### src/rtl/core/midi_transpose_and_clock_tempo_top_assert.svh
// ----------------------------------------------------------------------------
// midi transpose and clock tempo assertion macros
// concurrent assertion helpers, empty for synthesis
// ----------------------------------------------------------------------------
`ifndef MIDI_TRANSPOSE_AND_CLOCK_TEMPO_TOP_ASSERT_SVH
`define MIDI_TRANSPOSE_AND_CLOCK_TEMPO_TOP_ASSERT_SVH

`ifndef SYNTHESIS
`define MTCT_ASSERT_IMP(lbl, ante, cons, msg) \
  lbl: assert property (@(posedge clk) disable iff (!rst_n) (ante) |-> (cons)) \
    else $error(msg);
`define MTCT_ASSERT_NXT(lbl, ante, cons, msg) \
  lbl: assert property (@(posedge clk) disable iff (!rst_n) (ante) |=> (cons)) \
    else $error(msg);
`else
`define MTCT_ASSERT_IMP(lbl, ante, cons, msg)
`define MTCT_ASSERT_NXT(lbl, ante, cons, msg)
`endif

`endif

### src/rtl/core/mtct_pkg.sv
`timescale 1ns / 1ps
// ----------------------------------------------------------------------------
// mtct_pkg
// shared types and constants of the midi transpose and clock tempo block
// ----------------------------------------------------------------------------
package mtct_pkg;

  localparam int CLOCKS_PER_QUARTER = 24;
  localparam int TALLY_W            = 5;

  localparam logic [7:0]  STATUS_CLOCK  = 8'hF8;
  localparam logic [3:0]  KIND_NOTE_ON  = 4'h9;
  localparam logic [3:0]  KIND_NOTE_OFF = 4'h8;

  localparam logic [6:0]  NOTE_MAX    = 7'd127;
  localparam logic [7:0]  TEMPO_MAX   = 8'd240;
  localparam logic [7:0]  TEMPO_RESET = 8'd98;

  localparam logic [14:0] VEL_ROUND = 15'd50;
  localparam logic [12:0] VEL_RECIP = 13'd5243;
  localparam int          VEL_SHIFT = 19;

  localparam logic [6:0]  TEMPO_NUM_MUL = 7'd120;
  localparam int          DIV_STEPS     = 34;
  localparam int          DIV_CNT_W     = 6;

  localparam int FIFO_DEPTH = 4;
  localparam int FIFO_AW    = 2;

  localparam logic [1:0] REG_TRANSPOSE = 2'd0;
  localparam logic [1:0] REG_VEL_SCALE = 2'd1;
  localparam logic [1:0] REG_SRATE     = 2'd2;

  localparam logic signed [5:0] TRANSPOSE_RESET = 6'sd0;
  localparam logic [7:0]        VEL_SCALE_RESET = 8'd100;
  localparam logic [17:0]       SRATE_RESET     = 18'd48000;

  typedef struct packed {
    logic        is_clock;
    logic [7:0]  status;
    logic [6:0]  data_one;
    logic [6:0]  data_two;
    logic [31:0] stamp;
  } mtct_entry_t;

  typedef struct packed {
    logic        start;
    logic [33:0] num;
    logic [32:0] den;
  } mtct_div_req_t;

  typedef struct packed {
    logic        done;
    logic [33:0] quot;
  } mtct_div_rsp_t;

endpackage

### src/rtl/core/mtct_front.sv
`timescale 1ns / 1ps
// ----------------------------------------------------------------------------
// mtct_front
// accepts messages, classifies them, transposes notes and scales velocity
// ----------------------------------------------------------------------------
module mtct_front import mtct_pkg::*; (
  input  logic               clk,
  input  logic               rst_n,
  input  logic               in_valid,
  output logic               in_ready,
  input  logic [7:0]         in_status,
  input  logic [6:0]         in_data_one,
  input  logic [6:0]         in_data_two,
  input  logic [31:0]        in_stamp,
  input  logic signed [5:0]  transpose,
  input  logic [7:0]         vel_scale,
  output logic               push,
  output mtct_entry_t        push_data,
  input  logic               full
);

  typedef enum logic [1:0] {S_IDLE, S_SCALE, S_PUSH} state_t;

  state_t             state_r, state_nxt;
  mtct_entry_t        ent_r, ent_nxt;
  logic               scale_r, scale_nxt;
  logic [14:0]        prod_r, prod_nxt;

  logic signed [8:0]  note_sum;
  logic [6:0]         note_clamp;
  logic [27:0]        recip_prod;
  logic [8:0]         vel_q;
  logic [6:0]         vel_sat;
  logic               is_note_on;
  logic               is_note_off;

  always_comb begin
    note_sum = $signed({2'b00, in_data_one}) + 9'(transpose);
    if (note_sum < 0) begin
      note_clamp = '0;
    end else if (note_sum > $signed({2'b00, NOTE_MAX})) begin
      note_clamp = NOTE_MAX;
    end else begin
      note_clamp = note_sum[6:0];
    end
    is_note_on  = (in_status[7:4] == KIND_NOTE_ON);
    is_note_off = (in_status[7:4] == KIND_NOTE_OFF);
  end

  assign recip_prod = 28'(prod_r) * 28'(VEL_RECIP);
  assign vel_q      = recip_prod[27:VEL_SHIFT];
  assign vel_sat    = (vel_q > 9'(NOTE_MAX)) ? NOTE_MAX : vel_q[6:0];

  assign in_ready = (state_r == S_IDLE);

  always_comb begin
    state_nxt = state_r;
    ent_nxt   = ent_r;
    scale_nxt = scale_r;
    prod_nxt  = prod_r;
    push      = 1'b0;
    push_data = ent_r;
    if (scale_r) begin
      push_data.data_two = vel_sat;
    end
    case (state_r)
      S_IDLE: begin
        if (in_valid) begin
          ent_nxt.is_clock = (in_status == STATUS_CLOCK);
          ent_nxt.status   = in_status;
          ent_nxt.data_one = in_data_one;
          ent_nxt.data_two = in_data_two;
          ent_nxt.stamp    = in_stamp;
          scale_nxt        = 1'b0;
          if (is_note_on || is_note_off) begin
            ent_nxt.data_one = note_clamp;
          end
          if (is_note_on) begin
            if (in_data_two == 7'd0) begin
              ent_nxt.status = {KIND_NOTE_OFF, in_status[3:0]};
            end else begin
              scale_nxt = 1'b1;
            end
          end
          state_nxt = S_SCALE;
        end
      end
      S_SCALE: begin
        prod_nxt  = 15'(ent_r.data_two) * 15'(vel_scale) + VEL_ROUND;
        state_nxt = S_PUSH;
      end
      S_PUSH: begin
        if (!full) begin
          push      = 1'b1;
          state_nxt = S_IDLE;
        end
      end
      default: begin
        state_nxt = S_IDLE;
      end
    endcase
  end

  always_ff @(posedge clk) begin
    if (!rst_n) begin
      state_r <= S_IDLE;
    end else begin
      state_r <= state_nxt;
    end
    ent_r   <= ent_nxt;
    scale_r <= scale_nxt;
    prod_r  <= prod_nxt;
  end

endmodule

### src/rtl/core/mtct_fifo.sv
`timescale 1ns / 1ps
// ----------------------------------------------------------------------------
// mtct_fifo
// short queue of classified messages between front and back
// ----------------------------------------------------------------------------
module mtct_fifo import mtct_pkg::*; (
  input  logic         clk,
  input  logic         rst_n,
  input  logic         push,
  input  mtct_entry_t  push_data,
  output logic         full,
  input  logic         pop,
  output mtct_entry_t  pop_data,
  output logic         empty
);

  mtct_entry_t         mem_r [FIFO_DEPTH];
  logic [FIFO_AW:0]    wr_ptr_r, wr_ptr_nxt;
  logic [FIFO_AW:0]    rd_ptr_r, rd_ptr_nxt;
  logic                head_vld_r, head_vld_nxt;
  mtct_entry_t         head_r;

  logic                mem_empty;
  logic                wr_en;
  logic                rd_en;

  assign mem_empty = (wr_ptr_r == rd_ptr_r);
  assign full      = (wr_ptr_r[FIFO_AW] != rd_ptr_r[FIFO_AW]) &&
                     (wr_ptr_r[FIFO_AW-1:0] == rd_ptr_r[FIFO_AW-1:0]);
  assign wr_en     = push && !full;
  assign rd_en     = !mem_empty && (!head_vld_r || pop);
  assign empty     = !head_vld_r;
  assign pop_data  = head_r;

  always_comb begin
    wr_ptr_nxt   = wr_ptr_r;
    rd_ptr_nxt   = rd_ptr_r;
    head_vld_nxt = head_vld_r;
    if (wr_en) begin
      wr_ptr_nxt = wr_ptr_r + 1'b1;
    end
    if (rd_en) begin
      rd_ptr_nxt   = rd_ptr_r + 1'b1;
      head_vld_nxt = 1'b1;
    end else if (pop && head_vld_r) begin
      head_vld_nxt = 1'b0;
    end
  end

  always_ff @(posedge clk) begin
    if (!rst_n) begin
      wr_ptr_r   <= '0;
      rd_ptr_r   <= '0;
      head_vld_r <= 1'b0;
    end else begin
      wr_ptr_r   <= wr_ptr_nxt;
      rd_ptr_r   <= rd_ptr_nxt;
      head_vld_r <= head_vld_nxt;
    end
    if (wr_en) begin
      mem_r[wr_ptr_r[FIFO_AW-1:0]] <= push_data;
    end
    if (rd_en) begin
      head_r <= mem_r[rd_ptr_r[FIFO_AW-1:0]];
    end
  end

endmodule

### src/rtl/core/mtct_div.sv
`timescale 1ns / 1ps
// ----------------------------------------------------------------------------
// mtct_div
// restoring divider, one quotient bit per cycle, for the tempo update
// ----------------------------------------------------------------------------
module mtct_div import mtct_pkg::*; (
  input  logic           clk,
  input  logic           rst_n,
  input  mtct_div_req_t  req,
  output mtct_div_rsp_t  rsp
);

  logic                  busy_r, busy_nxt;
  logic                  done_r, done_nxt;
  logic [DIV_CNT_W-1:0]  cnt_r, cnt_nxt;
  logic [33:0]           dq_r, dq_nxt;
  logic [32:0]           rem_r, rem_nxt;
  logic [32:0]           den_r, den_nxt;

  logic [33:0]           rem_sh;
  logic [34:0]           diff;

  assign rem_sh = {rem_r, dq_r[33]};
  assign diff   = {1'b0, rem_sh} - {2'b00, den_r};

  always_comb begin
    busy_nxt = busy_r;
    done_nxt = 1'b0;
    cnt_nxt  = cnt_r;
    dq_nxt   = dq_r;
    rem_nxt  = rem_r;
    den_nxt  = den_r;
    if (req.start) begin
      busy_nxt = 1'b1;
      cnt_nxt  = DIV_CNT_W'(DIV_STEPS);
      dq_nxt   = req.num;
      rem_nxt  = '0;
      den_nxt  = req.den;
    end else if (busy_r) begin
      dq_nxt  = {dq_r[32:0], ~diff[34]};
      rem_nxt = diff[34] ? rem_sh[32:0] : diff[32:0];
      cnt_nxt = cnt_r - 1'b1;
      if (cnt_r == DIV_CNT_W'(1)) begin
        busy_nxt = 1'b0;
        done_nxt = 1'b1;
      end
    end
  end

  always_ff @(posedge clk) begin
    if (!rst_n) begin
      busy_r <= 1'b0;
      done_r <= 1'b0;
      cnt_r  <= '0;
    end else begin
      busy_r <= busy_nxt;
      done_r <= done_nxt;
      cnt_r  <= cnt_nxt;
    end
    dq_r  <= dq_nxt;
    rem_r <= rem_nxt;
    den_r <= den_nxt;
  end

  assign rsp.done = done_r;
  assign rsp.quot = dq_r;

endmodule

### src/rtl/core/mtct_back.sv
`timescale 1ns / 1ps
// ----------------------------------------------------------------------------
// mtct_back
// tempo tracker on clock messages and output register of the result stream
// ----------------------------------------------------------------------------
`include "midi_transpose_and_clock_tempo_top_assert.svh"

module mtct_back import mtct_pkg::*; (
  input  logic          clk,
  input  logic          rst_n,
  input  logic [17:0]   srate,
  input  logic          empty,
  input  mtct_entry_t   pop_data,
  output logic          pop,
  output logic          out_tvalid,
  input  logic          out_tready,
  output logic [63:0]   out_tdata,
  output logic          out_tuser
);

  typedef enum logic {S_RUN, S_DIV} state_t;

  state_t               state_r, state_nxt;
  logic                 have_r, have_nxt;
  logic [31:0]          last_r, last_nxt;
  logic [31:0]          sum_r, sum_nxt;
  logic [TALLY_W-1:0]   tally_r, tally_nxt;
  logic [7:0]           tempo_r, tempo_nxt;
  logic                 out_valid_r, out_valid_nxt;
  logic                 out_msg_r, out_msg_nxt;
  logic [7:0]           out_status_r, out_status_nxt;
  logic [6:0]           out_d1_r, out_d1_nxt;
  logic [6:0]           out_d2_r, out_d2_nxt;
  logic [31:0]          out_time_r, out_time_nxt;
  logic [7:0]           out_tempo_r, out_tempo_nxt;
  logic [24:0]          num_base_r;

  logic [31:0]          interval;
  logic [32:0]          sum_add;
  logic [31:0]          sum_new;
  logic [TALLY_W-1:0]   tally_new;
  mtct_div_req_t        div_req;
  mtct_div_rsp_t        div_rsp;

  mtct_div u_div (
    .clk   (clk),
    .rst_n (rst_n),
    .req   (div_req),
    .rsp   (div_rsp)
  );

  assign interval  = pop_data.stamp - last_r;
  assign sum_add   = {1'b0, sum_r} + {1'b0, interval};
  assign sum_new   = sum_add[32] ? '1 : sum_add[31:0];
  assign tally_new = tally_r + 1'b1;

  always_comb begin
    state_nxt      = state_r;
    have_nxt       = have_r;
    last_nxt       = last_r;
    sum_nxt        = sum_r;
    tally_nxt      = tally_r;
    tempo_nxt      = tempo_r;
    out_valid_nxt  = out_valid_r;
    out_msg_nxt    = out_msg_r;
    out_status_nxt = out_status_r;
    out_d1_nxt     = out_d1_r;
    out_d2_nxt     = out_d2_r;
    out_time_nxt   = out_time_r;
    out_tempo_nxt  = out_tempo_r;
    pop            = 1'b0;
    div_req.start  = 1'b0;
    div_req.num    = 34'(num_base_r) + 34'(sum_new);
    div_req.den    = {sum_new, 1'b0};
    if (out_valid_r && out_tready) begin
      out_valid_nxt = 1'b0;
    end
    case (state_r)
      S_RUN: begin
        if (!empty && (!out_valid_r || out_tready)) begin
          pop            = 1'b1;
          out_valid_nxt  = 1'b1;
          out_msg_nxt    = !pop_data.is_clock;
          out_status_nxt = pop_data.status;
          out_d1_nxt     = pop_data.data_one;
          out_d2_nxt     = pop_data.data_two;
          out_time_nxt   = pop_data.stamp;
          if (pop_data.is_clock) begin
            out_status_nxt = '0;
            out_d1_nxt     = '0;
            out_d2_nxt     = '0;
            out_time_nxt   = '0;
            have_nxt       = 1'b1;
            last_nxt       = pop_data.stamp;
            if (have_r) begin
              sum_nxt   = sum_new;
              tally_nxt = tally_new;
              if (tally_new >= TALLY_W'(CLOCKS_PER_QUARTER)) begin
                sum_nxt   = '0;
                tally_nxt = '0;
                if (sum_new == '0) begin
                  tempo_nxt = TEMPO_MAX;
                end else begin
                  div_req.start = 1'b1;
                  out_valid_nxt = 1'b0;
                  state_nxt     = S_DIV;
                end
              end
            end
          end
          out_tempo_nxt = tempo_nxt;
        end
      end
      S_DIV: begin
        if (div_rsp.done) begin
          if (div_rsp.quot > 34'(TEMPO_MAX)) begin
            tempo_nxt = TEMPO_MAX;
          end else begin
            tempo_nxt = div_rsp.quot[7:0];
          end
          out_tempo_nxt = tempo_nxt;
          out_valid_nxt = 1'b1;
          state_nxt     = S_RUN;
        end
      end
      default: begin
        state_nxt = S_RUN;
      end
    endcase
  end

  always_ff @(posedge clk) begin
    if (!rst_n) begin
      state_r     <= S_RUN;
      have_r      <= 1'b0;
      last_r      <= '0;
      sum_r       <= '0;
      tally_r     <= '0;
      tempo_r     <= TEMPO_RESET;
      out_valid_r <= 1'b0;
    end else begin
      state_r     <= state_nxt;
      have_r      <= have_nxt;
      last_r      <= last_nxt;
      sum_r       <= sum_nxt;
      tally_r     <= tally_nxt;
      tempo_r     <= tempo_nxt;
      out_valid_r <= out_valid_nxt;
    end
    out_msg_r    <= out_msg_nxt;
    out_status_r <= out_status_nxt;
    out_d1_r     <= out_d1_nxt;
    out_d2_r     <= out_d2_nxt;
    out_time_r   <= out_time_nxt;
    out_tempo_r  <= out_tempo_nxt;
    num_base_r   <= 25'(srate) * 25'(TEMPO_NUM_MUL);
  end

  assign out_tvalid = out_valid_r;
  assign out_tuser  = out_msg_r;
  assign out_tdata  = {2'b00, out_tempo_r, out_time_r, out_d2_r, out_d1_r, out_status_r};

  `MTCT_ASSERT_IMP(a_done_in_div, div_rsp.done, state_r == S_DIV, "divider done outside wait")
  `MTCT_ASSERT_IMP(a_no_out_in_div, state_r == S_DIV, !out_valid_r, "result shown while dividing")
  `MTCT_ASSERT_IMP(a_tally_range, 1'b1, tally_r < TALLY_W'(CLOCKS_PER_QUARTER), "tally overrun")
  `MTCT_ASSERT_NXT(a_start_waits, div_req.start, state_r == S_DIV, "start without wait state")

endmodule

### src/rtl/core/midi_transpose_and_clock_tempo_top.sv
`timescale 1ns / 1ps
// ----------------------------------------------------------------------------
// midi_transpose_and_clock_tempo_top
// midi note transpose, velocity scaling and midi clock tempo tracking
// ----------------------------------------------------------------------------
// Input stream: one midi message per transaction. Output stream: exactly one
// result per input transaction, in order; out_tuser low marks a swallowed
// clock message, whose data fields read zero but still carry the tempo.
// The front stage takes a message and pushes it before it takes another,
// queueing it in a 4-entry fifo with a registered read port; the back stage
// drains one entry per cycle into the output register while the output is
// free and no divide is running. A plain message passes through the front
// registers, the fifo memory and its head register to the output register.
// A clock message that completes a quarter note starts a restoring divide
// for the new tempo; that result appears once the divide is done, and until
// then the back stage holds and results behind it wait on the divider.
// Reset clears the tempo tracker (tempo 98) and the registers to their
// defaults: transpose 0, velocity scale 100, sample rate 48000.
// When out_tready is low the result holds; the fifo fills and then in_tready
// drops. The user must write the registers over the apb port only while
// idle; the block itself does not enforce this.
// ----------------------------------------------------------------------------
module midi_transpose_and_clock_tempo_top import mtct_pkg::*; (
  input  logic         clk,
  input  logic         rst_n,
  input  logic         in_tvalid,
  output logic         in_tready,
  input  logic [55:0]  in_tdata,    // status_byte, data_one, data_two, sample_time
  output logic         out_tvalid,
  input  logic         out_tready,
  output logic [63:0]  out_tdata,   // out_status, out_data_one, out_data_two, out_time,
                                    // tempo_bpm
  output logic         out_tuser,   // message_valid
  input  logic         cfg_psel,
  input  logic         cfg_penable,
  input  logic         cfg_pwrite,
  input  logic [3:0]   cfg_paddr,
  input  logic [31:0]  cfg_pwdata,
  output logic [31:0]  cfg_prdata,
  output logic         cfg_pready
);

  logic signed [5:0]  transpose_r;
  logic [7:0]         vel_scale_r;
  logic [17:0]        srate_r;
  logic               cfg_wr;

  mtct_entry_t        push_data;
  mtct_entry_t        pop_data;
  logic               push;
  logic               pop;
  logic               full;
  logic               empty;

  assign cfg_pready = 1'b1;
  assign cfg_wr     = cfg_psel && cfg_penable && cfg_pwrite && cfg_pready;

  always_ff @(posedge clk) begin
    if (!rst_n) begin
      transpose_r <= TRANSPOSE_RESET;
      vel_scale_r <= VEL_SCALE_RESET;
      srate_r     <= SRATE_RESET;
    end else if (cfg_wr) begin
      case (cfg_paddr[3:2])
        REG_TRANSPOSE: transpose_r <= $signed(cfg_pwdata[5:0]);
        REG_VEL_SCALE: vel_scale_r <= cfg_pwdata[7:0];
        REG_SRATE:     srate_r     <= cfg_pwdata[17:0];
        default: begin
        end
      endcase
    end
  end

  always_comb begin
    case (cfg_paddr[3:2])
      REG_TRANSPOSE: cfg_prdata = {26'd0, transpose_r};
      REG_VEL_SCALE: cfg_prdata = {24'd0, vel_scale_r};
      REG_SRATE:     cfg_prdata = {14'd0, srate_r};
      default:       cfg_prdata = '0;
    endcase
  end

  mtct_front u_front (
    .clk         (clk),
    .rst_n       (rst_n),
    .in_valid    (in_tvalid),
    .in_ready    (in_tready),
    .in_status   (in_tdata[7:0]),
    .in_data_one (in_tdata[14:8]),
    .in_data_two (in_tdata[21:15]),
    .in_stamp    (in_tdata[53:22]),
    .transpose   (transpose_r),
    .vel_scale   (vel_scale_r),
    .push        (push),
    .push_data   (push_data),
    .full        (full)
  );

  mtct_fifo u_fifo (
    .clk       (clk),
    .rst_n     (rst_n),
    .push      (push),
    .push_data (push_data),
    .full      (full),
    .pop       (pop),
    .pop_data  (pop_data),
    .empty     (empty)
  );

  mtct_back u_back (
    .clk        (clk),
    .rst_n      (rst_n),
    .srate      (srate_r),
    .empty      (empty),
    .pop_data   (pop_data),
    .pop        (pop),
    .out_tvalid (out_tvalid),
    .out_tready (out_tready),
    .out_tdata  (out_tdata),
    .out_tuser  (out_tuser)
  );

endmodule

### config.mk
export PLATFORM = sky130hd
export DESIGN_NAME = midi_transpose_and_clock_tempo_top
export DESIGN_NICKNAME = d
export VERILOG_FILES = /design/src/rtl/core/mtct_pkg.sv /design/src/rtl/core/mtct_front.sv /design/src/rtl/core/mtct_fifo.sv /design/src/rtl/core/mtct_div.sv /design/src/rtl/core/mtct_back.sv /design/src/rtl/core/midi_transpose_and_clock_tempo_top.sv
export VERILOG_INCLUDE_DIRS = /design/src /design/src/rtl/core
export SDC_FILE = /design/constraint.sdc
export NUM_CORES = 1
export LEC_CHECK = 0
export ABC_AREA = 1
export ABC_CLOCK_PERIOD_IN_PS = 15400
export BUFFER_PORTS_ARGS = -buffer_cell sky130_fd_sc_hd__buf_2
export CAP_MARGIN = 20
export CORE_ASPECT_RATIO = 1.75
export CORE_MARGIN = 2
export CORE_UTILIZATION = 50
export CTS_CLUSTER_SIZE = 24
export DETAILED_ROUTE_END_ITERATION = 16
export PLACE_DENSITY = 0.76
export SLEW_MARGIN = 20
export SYNTH_ARGS = -nofsm -noshare
export SYNTH_HDL_FRONTEND = slang
export SYNTH_SLANG_ARGS = --single-unit
### constraint.sdc
create_clock -name clk -period 15.4 [get_ports clk]
set_input_delay 2.31 -clock clk [delete_from_list [all_inputs] [get_ports clk]]
set_output_delay 2.31 -clock clk [all_outputs]
set_load 0.01 [all_outputs]
==> metrics.yaml, run 1 <==
die_w_um: 215
layout.nets: 4934
h-tree-depth: 2
ant_nets: 0
finalHoldViolCount: 0
cts_tree: "built"
cellLeakagePower_nw: 19.1
vdd_drop_max_mv: 0.189
via_per_inst: 5.35
cts.sinks: 659
drt_iter0_markers: 1768
worstRegToRegCells: 33
yosys_warnings: 0
yosysUniqueCellTypes: 58
worst-slew-pin-transition_ps: 954
wl_per_cell_um: 17.6
cts_resized: 0
rsz0062_at_grt: "no"
antenna_found_initial: 0
syn-instance-count: 4280
setup_ws_ps: 7570
hold_path_class: "reg -> reg"
ys_ff_latch: 659
finClkSkew_ps: 46.5
grtUsageTotal_pct: 24.0
cts.path.max_buffers: 3
wirelength_um: 96200
cp_data_arrival_time_ps: 8190
clockRootBuffer: "clkbuf_16"
clk_latency_ps: 670
drt_pass1_iterations: 5
cts_hold_buf: 0
cp-end-kind: "flop"
dr_total_vias: 29300
cts_setup_buffers: 0
fin_crit_ps: 7830
core_area_mm2: 0.0772
overflow: 0
synth_area_leaders: "edfxtp_1 37%, dfxtp_1 9.5%, ha_1 9.4%"
async_flop_share_pct: 0
tns_ps: 0
dp_hpwl_um: 72100
gp_congestion: 0.957
crit_required_ps: 15760
synth_most_common_cell: "nand2_1"
io_buffer_count: 163
synthFlopType: "edfxtp_1"
relSlewSlack_pct: 36.3
cts.clk_slew.worst_paths_ps: 70
max_freq_mhz: 128
path_common_cell: "nand2_1"
synth_top_area_share_pct: 36.7
cts_buffers: 59
slowest_delay_ps: 600
dp_cells: 5370
setup_viol: 0
grt_max_degree: 113
cap_violations: 0
grt_pass1_wl_um: 152000
postSynthAreaPerCell_um2: 9.09
synth_edf_count: 475
n_antenna_cell: 0
finalCritPeriodShare_pct: 50.9
crit_slowest_cell: "ha_1"
status: "completed"
yosysTopAreaCell: "edfxtp_1"
start_util_pct: 50.4
pre_cts_slack_ps: 7600
grt_pass1_vias: 29700
crit_type: "reg -> reg"
die-area_mm2: 0.0802
drive_above_1_share_pct: 7.34
crit_path_max_fanout: 31
hold_ws_ps: 474
fin_cells: 5482
slew_violations: 0
synth_area_mm2: 0.0389
start_kind: "flop"
drc: 0
syn_to_final_growth_pct: 9.63
pin_count: 199
row_count: 135
synth_commonest_cells: "801 x nand2_1, 649 x inv_1, 475 x edfxtp_1, 440 x nor2_1, 308 x a21oi_1"
die_y_um: 373
ys_seq_area_share_pct: 46.1
p_per_area_mw_per_mm2: 232
holdPathStages: 2
## through the flow
stage / instance area [µm²] / total power (W) / util (%)
floorplan: 39000 / 0.00654 / -
global placement: 40600 / 0.00825 / 52.6
detailed placement: 40700 / 0.00833 / 52.7
CTS: 42700 / 0.00985 / 55.3
global route: 42700 / 0.0106 / 55.3
finish: 42700 / 0.00988 / 55.3
## cell type report
type                    count  area (µm²)
well taps                1027        1280
clock buffers              64        1530
repair buffers            185        1000
inverters                 658        2470
clock inverters            48         467
fillers                  6819       34500
multi-input cells        2841       18000
flip-flops and latches    659       18000
## layer usage
| metal | vias up | share of wire (%) | GRT usage (%) |
|---|---|---|---|
| li1 | 14400 | - | - |
| met3 | 295 | 4.6 | 2.84 |
| met5 | - | 0 | 0 |
| met1 | 13800 | 36 | 25.1 |
| met2 | 845 | 52 | 44.5 |
| met4 | 0 | 7.4 | 16.1 |
## where the power goes
part	leakage, nW	internal (W)	switching [W]
sequential	5.88	0.00233	0.000155
clock	0.944	0.000800	0.000699
combinational	12.3	0.00196	0.00393
## kinds of logic after synthesis
| family | Yosys count | synth area share, % |
|---|---|---|
| simple gates | 1472 | 15.3 |
| flops | 659 | 46.1 |
| fa+ha+maj | 431 | 16.6 |
| xor+xnor | 127 | 2.86 |
| other cells | 2 | 0.0193 |
| compound gates | 794 | 11.1 |
| buf+inv | 795 | 8.00 |
## final timing paths
kind                      startpoint                     to  slack [ps]
hold / removal      u_back.sum_r[23]       u_back.sum_r[23]         470
setup / recovery  u_fifo.pop_data[5]  u_back.u_div.dq_r[28]        7570
setup reg to reg  u_fifo.pop_data[5]  u_back.u_div.dq_r[28]        7570
hold reg to reg     u_back.sum_r[23]       u_back.sum_r[23]         470
## critical path, delay by kind of cell, from the launching register on
family,cells,cell delay [ps]
AOI/OAI and AO/OA,10,2540
DFF,1,410
adders and majority gates,3,1320
xor gates and xnor gates,2,400
and+or+nand+nor,15,2360
buffers and inverters,3,470
## flip-flops by register name, summed over array words and instances (netlist names), 6 cells and up
name                 count
srate_r                 18
transpose_r              6
u_back.last_r           32
u_back.num_base_r       22
u_back.out_d1_r          7
u_back.out_d2_r          7
u_back.out_status_r      8
u_back.out_tempo_r       8
u_back.out_time_r       32
u_back.sum_r            32
u_back.tempo_r           8
u_back.u_div.cnt_r       6
u_back.u_div.den_r      32
u_back.u_div.dq_r       34
u_back.u_div.rem_r      33
u_fifo.mem_r           220
u_fifo.pop_data         55
u_front.ent_r            7
u_front.prod_r          15
u_front.push_data       48
vel_scale_r              8
## placed cells by master, fill, tap and decap left out, drive strengths merged, types with 4 or more instances in the layout
master      n
bufinv      4
nand3     135
o22ai      57
xnor2      47
clkinv     30
xor2       80
a21oi     310
nor3       23
nand2     806
buf       185
a21o       16
conb       17
o21bai     21
a211oi      4
clkinvlp   11
a31oi      15
o211ai     22
or2         7
edfxtp    475
dfxtp     184
ha        291
nand3b      7
fa        140
nand4      32
clkbuf     64
nor2      441
o21a        9
o21ai     319
nor4       11
inv       661
a21boi      7
(Power assumes the default switching activity.)
==> run 2: changes to the inputs <==
--- a/config.mk
+++ b/config.mk
@@ -7,7 +7,7 @@
 export NUM_CORES = 1
 export LEC_CHECK = 0
 export ABC_AREA = 1
-export ABC_CLOCK_PERIOD_IN_PS = 15400
+export ABC_CLOCK_PERIOD_IN_PS = 8000
 export BUFFER_PORTS_ARGS = -buffer_cell sky130_fd_sc_hd__buf_2
 export CAP_MARGIN = 20
 export CORE_ASPECT_RATIO = 1.75
==> constraint.sdc (replaced) <==
create_clock -name clk -period 8 [get_ports clk]
set_input_delay 1.2 -clock clk [delete_from_list [all_inputs] [get_ports clk]]
set_output_delay 1.2 -clock clk [all_outputs]
set_load 0.01 [all_outputs]
==> run 2 against run 1 <==
Against the previous run:
- count of clock-buffer cells in the layout is 7 higher
- clock power rose by 96%
- worst hold slack worse by 1.7 ps
- register-to-register slack got worse by 6700 ps
- combinational power rose by 90%
- cell area grew 0.28%
- critical endpoint unchanged
- critical path depth down 3
- die area stayed put
- fmax grew 9.2%
- global-route usage grew 0.33 points
==> metrics.yaml, run 2 (synthesis gave the netlist of run 1 again) <==
via_per_inst: 5.37  # +0.46%
io_buffer_count: 163  # unchanged
cellLeakagePower_nw: 19.2  # +0.45%
antenna_found_initial: 1  # +1
max_freq_mhz: 139  # +9.2%
die-area_mm2: 0.0802  # unchanged
layout.nets: 4945  # +0.22%
finalHoldViolCount: 0  # unchanged
cap_violations: 0  # unchanged
grt_pass1_vias: 30200  # +1.6%
drc: 0  # unchanged
reg2reg_from: "u_fifo.pop_data[3]"
cts.sinks: 659  # unchanged
slew_violations: 0  # unchanged
cts_buffers: 58  # -1.7%
path_common_cell: "nand2_1"
gp_congestion: 0.987  # +3.1%
drive_above_1_share_pct: 7.44  # +0.097 points
dr_total_vias: 29500  # +0.64%
drt_pass1_iterations: 6  # +1
core_area_mm2: 0.0772  # unchanged
final_common_cell: "nand2_1"
finClkSkew_ps: 38.4  # -8.18 ps
hold_path_class: "reg -> reg"
setup_ws_ps: 825  # -6740 ps
start_kind: "flop"
crit_required_ps: 8390  # -7370 ps
clk_latency_ps: 670  # about the same
clockRootBuffer: "clkbuf_16"
dp_cells: 5379  # +0.17%
p_per_area_mw_per_mm2: 442  # +91%
row_count: 135  # unchanged
cts_resized: 0  # unchanged
fin_cells: 5492  # +0.18%
utilization_pct: 55.4  # +0.15 points
cts.path.max_buffers: 3  # unchanged
cp-end-kind: "flop"
worst-slew-pin-transition_ps: 1020  # +64.2 ps
crit_path_max_fanout: 5  # -84%
grt_pass1_wl_um: 154000  # +1.7%
syn_to_final_growth_pct: 9.94
die_w_um: 215  # unchanged
grt_max_degree: 113  # unchanged
holdPathStages: 2  # unchanged
fin_crit_ps: 7180  # -659 ps
ant_nets: 0  # unchanged
pin_count: 199  # unchanged
drt_iter0_markers: 1782  # +0.79%
vdd_drop_max_mv: 0.422  # +120%
status: "completed"
hp-start: "u_back.sum_r[24]"
cts_tree: "built"
setup_viol: 0  # unchanged
cp_data_arrival_time_ps: 7570  # -620 ps
start_util_pct: 50.4  # unchanged
dp_hpwl_um: 73200  # +1.6%
final_cell_mix: "801 x nand2_1, 646 x inv_1, 475 x edfxtp_1"
wl_per_cell_um: 17.7  # +0.61%
rsz0062_at_grt: "no"
pre_cts_slack_ps: 868  # -6730 ps
cts.clk_slew.worst_paths_ps: 70  # about the same
crit_slowest_cell: "a21oi_1"
tns_ps: 0  # unchanged
worstRegToRegCells: 30  # -9.1%
wirelength_um: 97000  # +0.80%
finalPower_w: 0.0189  # +91%
cts_setup_buffers: 0  # unchanged
grtUsageTotal_pct: 24.3  # +0.33 points
slowest_delay_ps: 600  # about the same
h-tree-depth: 2  # unchanged
crit_type: "reg -> reg"
overflow: 0  # unchanged
largest_reg_flops: 220  # unchanged
cts_hold_buf: 0  # unchanged
finalCritPeriodShare_pct: 89.7  # +39 points
relSlewSlack_pct: 32.1  # -4.2 points
crit_start: "u_fifo.pop_data[3]"
die_y_um: 373  # unchanged
==> run 2: cell types whose count changed in the layout (fill, tap and decap cells not counted), sizes merged <==
| cell | before | now |
|---|---|---|
| clkinv | 30 | 26 |
| inv | 661 | 658 |
| clkinvlp | 11 | 4 |
| clkbuf | 64 | 71 |
| diode | 0 | 1 |
| bufinv | 4 | 8 |
| buf | 185 | 197 |
==> run 2: power by group <==
group	total (W)	internal (W)	leakage [nW]	switching [W]
clock	0.00294	0.00164	0.971	0.00131
sequential	0.00479	0.00448	5.88	0.000302
combinational	0.0112	0.00385	12.3	0.00731
==> run 2: critical path, delay by kind of cell (launching register included) <==
kind	cells	cell delay [ps]
AOI/OAI and AO/OA	12	3370
and+or+nand+nor	10	1340
adders and majority gates	3	1160
DFF	1	410
xor gates and xnor gates	2	350
buffers and inverters	3	270
==> run 2: final timing paths <==
| kind | endpoint | slack, ps |
|---|---|---|
| worst min register to register | u_back.sum_r[24] | 470 |
| worst max-delay path | u_back.u_div.dq_r[28] | 820 |
| worst max register to register | u_back.u_div.dq_r[28] | 820 |
| worst min-delay path | u_back.sum_r[24] | 470 |
==> run 2: through the flow <==
step | area, µm² | hold slack [ps]
6_report | 42800 | 473
4_1_cts | 42700 | 476
3_5_place_dp | 40700 | 466
5_1_grt | 42800 | 489
3_3_place_gp | 40700 | 454
2_1_floorplan | 39000 | 399
==> run 2: final cells by class <==
class                      instances  area, µm²
antenna                            1       2.50
clock buffer                      71       1520
clock inverter                    38        504
fill                            6798      34400
inverter                         658       2470
multi-input combinational       2841      18000
sequential                       659      18000
tap                             1027       1280
timing repair buffer             197       1090
==> run 2: routing by layer <==
metal  vias to the layer above  track usage [%]  wire (µm)
met3                       309             2.75       4230
met5                         -                0          0
met4                         0             16.3       7150
li1                      14400                -          -
met2                       882             45.0      50700
met1                     13900             25.6      34900
==> run 3: changes to the inputs <==
--- a/config.mk
+++ b/config.mk
@@ -15,7 +15,7 @@
 export CORE_UTILIZATION = 50
 export CTS_CLUSTER_SIZE = 24
 export DETAILED_ROUTE_END_ITERATION = 16
-export PLACE_DENSITY = 0.76
+export PLACE_DENSITY_LB_ADDON = 0.08
 export SLEW_MARGIN = 20
 export SYNTH_ARGS = -nofsm -noshare
 export SYNTH_HDL_FRONTEND = slang
==> run 3 against run 2 <==
Against the previous run:
- non-clock buffer count is 2 higher
- critical endpoint is now u_back.u_div.dq_r[23]
- wire length grew 3.6%
- via count shrank 2.2%
- first-iteration DRC count shrank 14%
==> metrics.yaml, run 3 (synthesis gave the netlist of run 1 again) <==
cts.clk_slew.worst_paths_ps: 60  # about the same
grt_pass1_wl_um: 159000  # +3.0%
p_per_area_mw_per_mm2: 453  # +2.6%
hold_path_class: "reg -> reg"
layout.nets: 4955  # +0.20%
drive_above_1_share_pct: 7.66  # +0.23 points
syn_to_final_growth_pct: 10.6
cts_tree: "built"
cp-end-kind: "flop"
fill_cells: 7202  # +5.9%
drt_iter0_markers: 1538  # -14%
path_common_cell: "nand2_1"
setup_viol: 0  # unchanged
max_freq_mhz: 143  # +2.8%
die_y_um: 373  # unchanged
crit_path_max_fanout: 18  # +13
antenna_found_initial: 1  # unchanged
worst-slew-pin-transition_ps: 963  # -55.4 ps
fin_area_mm2: 0.0430  # +0.56%
cts.path.max_buffers: 3  # unchanged
ant_nets: 0  # unchanged
multi_input_area_mm2: 0.0180  # unchanged
tns_ps: 0  # unchanged
cp_data_arrival_time_ps: 7360  # -210 ps
n_antenna_cell: 0  # -1
io_buffer_count: 163  # unchanged
h-tree-depth: 3  # +1
wl_per_cell_um: 18.3  # +3.4%
fin_crit_ps: 6980  # -198 ps
die_w_um: 215  # unchanged
clk_latency_ps: 660  # about the same
clockRootBuffer: "clkbuf_16"
vdd_drop_max_mv: 0.313  # -26%
crit_slowest_cell: "edfxtp_1"
cellLeakagePower_nw: 19.3  # +0.61%
start_kind: "flop"
cts_setup_buffers: 0  # unchanged
worstRegToRegCells: 34  # +13%
finalHoldViolCount: 0  # unchanged
swShare_pct: 47.7  # +0.43 points
rsz0062_at_grt: "no"
grtUsageTotal_pct: 25.6  # +1.3 points
slowest_delay_ps: 400  # -200 ps
drc: 0  # unchanged
holdPathStages: 1  # -1
ff_latch_area_mm2: 0.0180  # unchanged
wirelength_um: 100000  # +3.6%
cts_resized: 0  # unchanged
start_util_pct: 50.4  # unchanged
switchingPower_w: 0.00929  # +4.2%
status: "completed"
placed_area_mm2: 0.0407  # about the same
p_comb_share_pct: 59.1  # about the same
row_count: 135  # unchanged
cts.sinks: 659  # unchanged
overflow: 0  # unchanged
gp_congestion: 0.983  # -0.43%
p_int_w: 0.0102  # +2.4%
slew_violations: 0  # unchanged
cap_violations: 0  # unchanged
final_common_cell: "nand2_1"
r2r_setup_slack_ps: 1020  # +200 ps
crit_type: "reg -> reg"
seqPwrFrac_pct: 24.5  # -0.8 points
clock_power_share_pct: 16.4  # +0.8 points
grt_pass1_vias: 29600  # -1.9%
die-area_mm2: 0.0802  # unchanged
cts_hold_buf: 0  # unchanged
pin_count: 199  # unchanged
grt_max_degree: 84  # -26%
finClkSkew_ps: 34.5  # -3.88 ps
drt_pass1_iterations: 5  # -1
crit_required_ps: 8380  # about the same
dp_hpwl_um: 76200  # +4.0%
via_per_inst: 5.25  # -2.4%
cts_buffers: 66  # +14%
final_cell_mix: "801 x nand2_1, 646 x inv_1, 475 x edfxtp_1"
relSlewSlack_pct: 35.8  # +3.7 points
core_area_mm2: 0.0772  # unchanged
largest_reg_flops: 220  # unchanged
finalCritPeriodShare_pct: 87.2  # -2.5 points
dr_total_vias: 28900  # -2.2%
[run 3: power groups by stage]
| stage | combinational (W) | clock [W] | sequential, W |
|---|---|---|---|
| 2_1_floorplan | 0.00779 | 0 | 0.00480 |
| 3_3_place_gp | 0.0115 | 0 | 0.00485 |
| 3_5_place_dp | 0.0115 | 0 | 0.00486 |
| 4_1_cts | 0.0116 | 0.00326 | 0.00479 |
| 5_1_grt | 0.0129 | 0.00338 | 0.00484 |
| 6_report | 0.0115 | 0.00319 | 0.00479 |
[run 3: final cells by class]
class	count	share of cell area (%)
Multi-Input combinational cell	2841	41.7
Sequential cell	659	41.7
Inverter	658	5.74
Clock buffer	81	4.07
Tap cell	1027	2.99
Timing Repair Buffer	199	2.57
Clock inverter	38	1.15
[run 3: routing by layer]
metal	up-vias	global-route usage [%]	routed length, µm
met5	-	0	0
li1	14400	-	-
met1	13600	27.5	37700
met2	575	48.3	53600
met3	219	3.12	3880
met4	0	13.4	5370
[run 3: final timing paths]
path | startpoint | end
setup / recovery | u_fifo.pop_data[3] | u_back.u_div.dq_r[23]
hold / removal | u_fifo.rd_ptr_r[2] | u_fifo.rd_ptr_r[2]
setup reg to reg | u_fifo.pop_data[3] | u_back.u_div.dq_r[23]
hold reg to reg | u_fifo.rd_ptr_r[2] | u_fifo.rd_ptr_r[2]
[run 3: through the flow]
stage	setup WS [ps]	utilization (%)	total power, W	hold slack (ps)	std cells
final	1020	55.7	0.0195	470	5503
after global routing	314	55.7	0.0211	498	5503
after CTS	1040	55.7	0.0196	472	5502
after detailed placement	1040	52.8	0.0164	461	5383
after global placement	1050	52.8	0.0163	456	5383
after floorplan	2190	-	0.0126	399	4295
[run 3: critical path: cells and delay by family, from the launching register on]
kind,cells,cell delay (ps)
xor gates and xnor gates,2,320
AOI/OAI and AO/OA,16,3590
buffers and inverters,3,420
and+or+nand+nor,10,890
adders and majority gates,3,1090
DFF,1,400
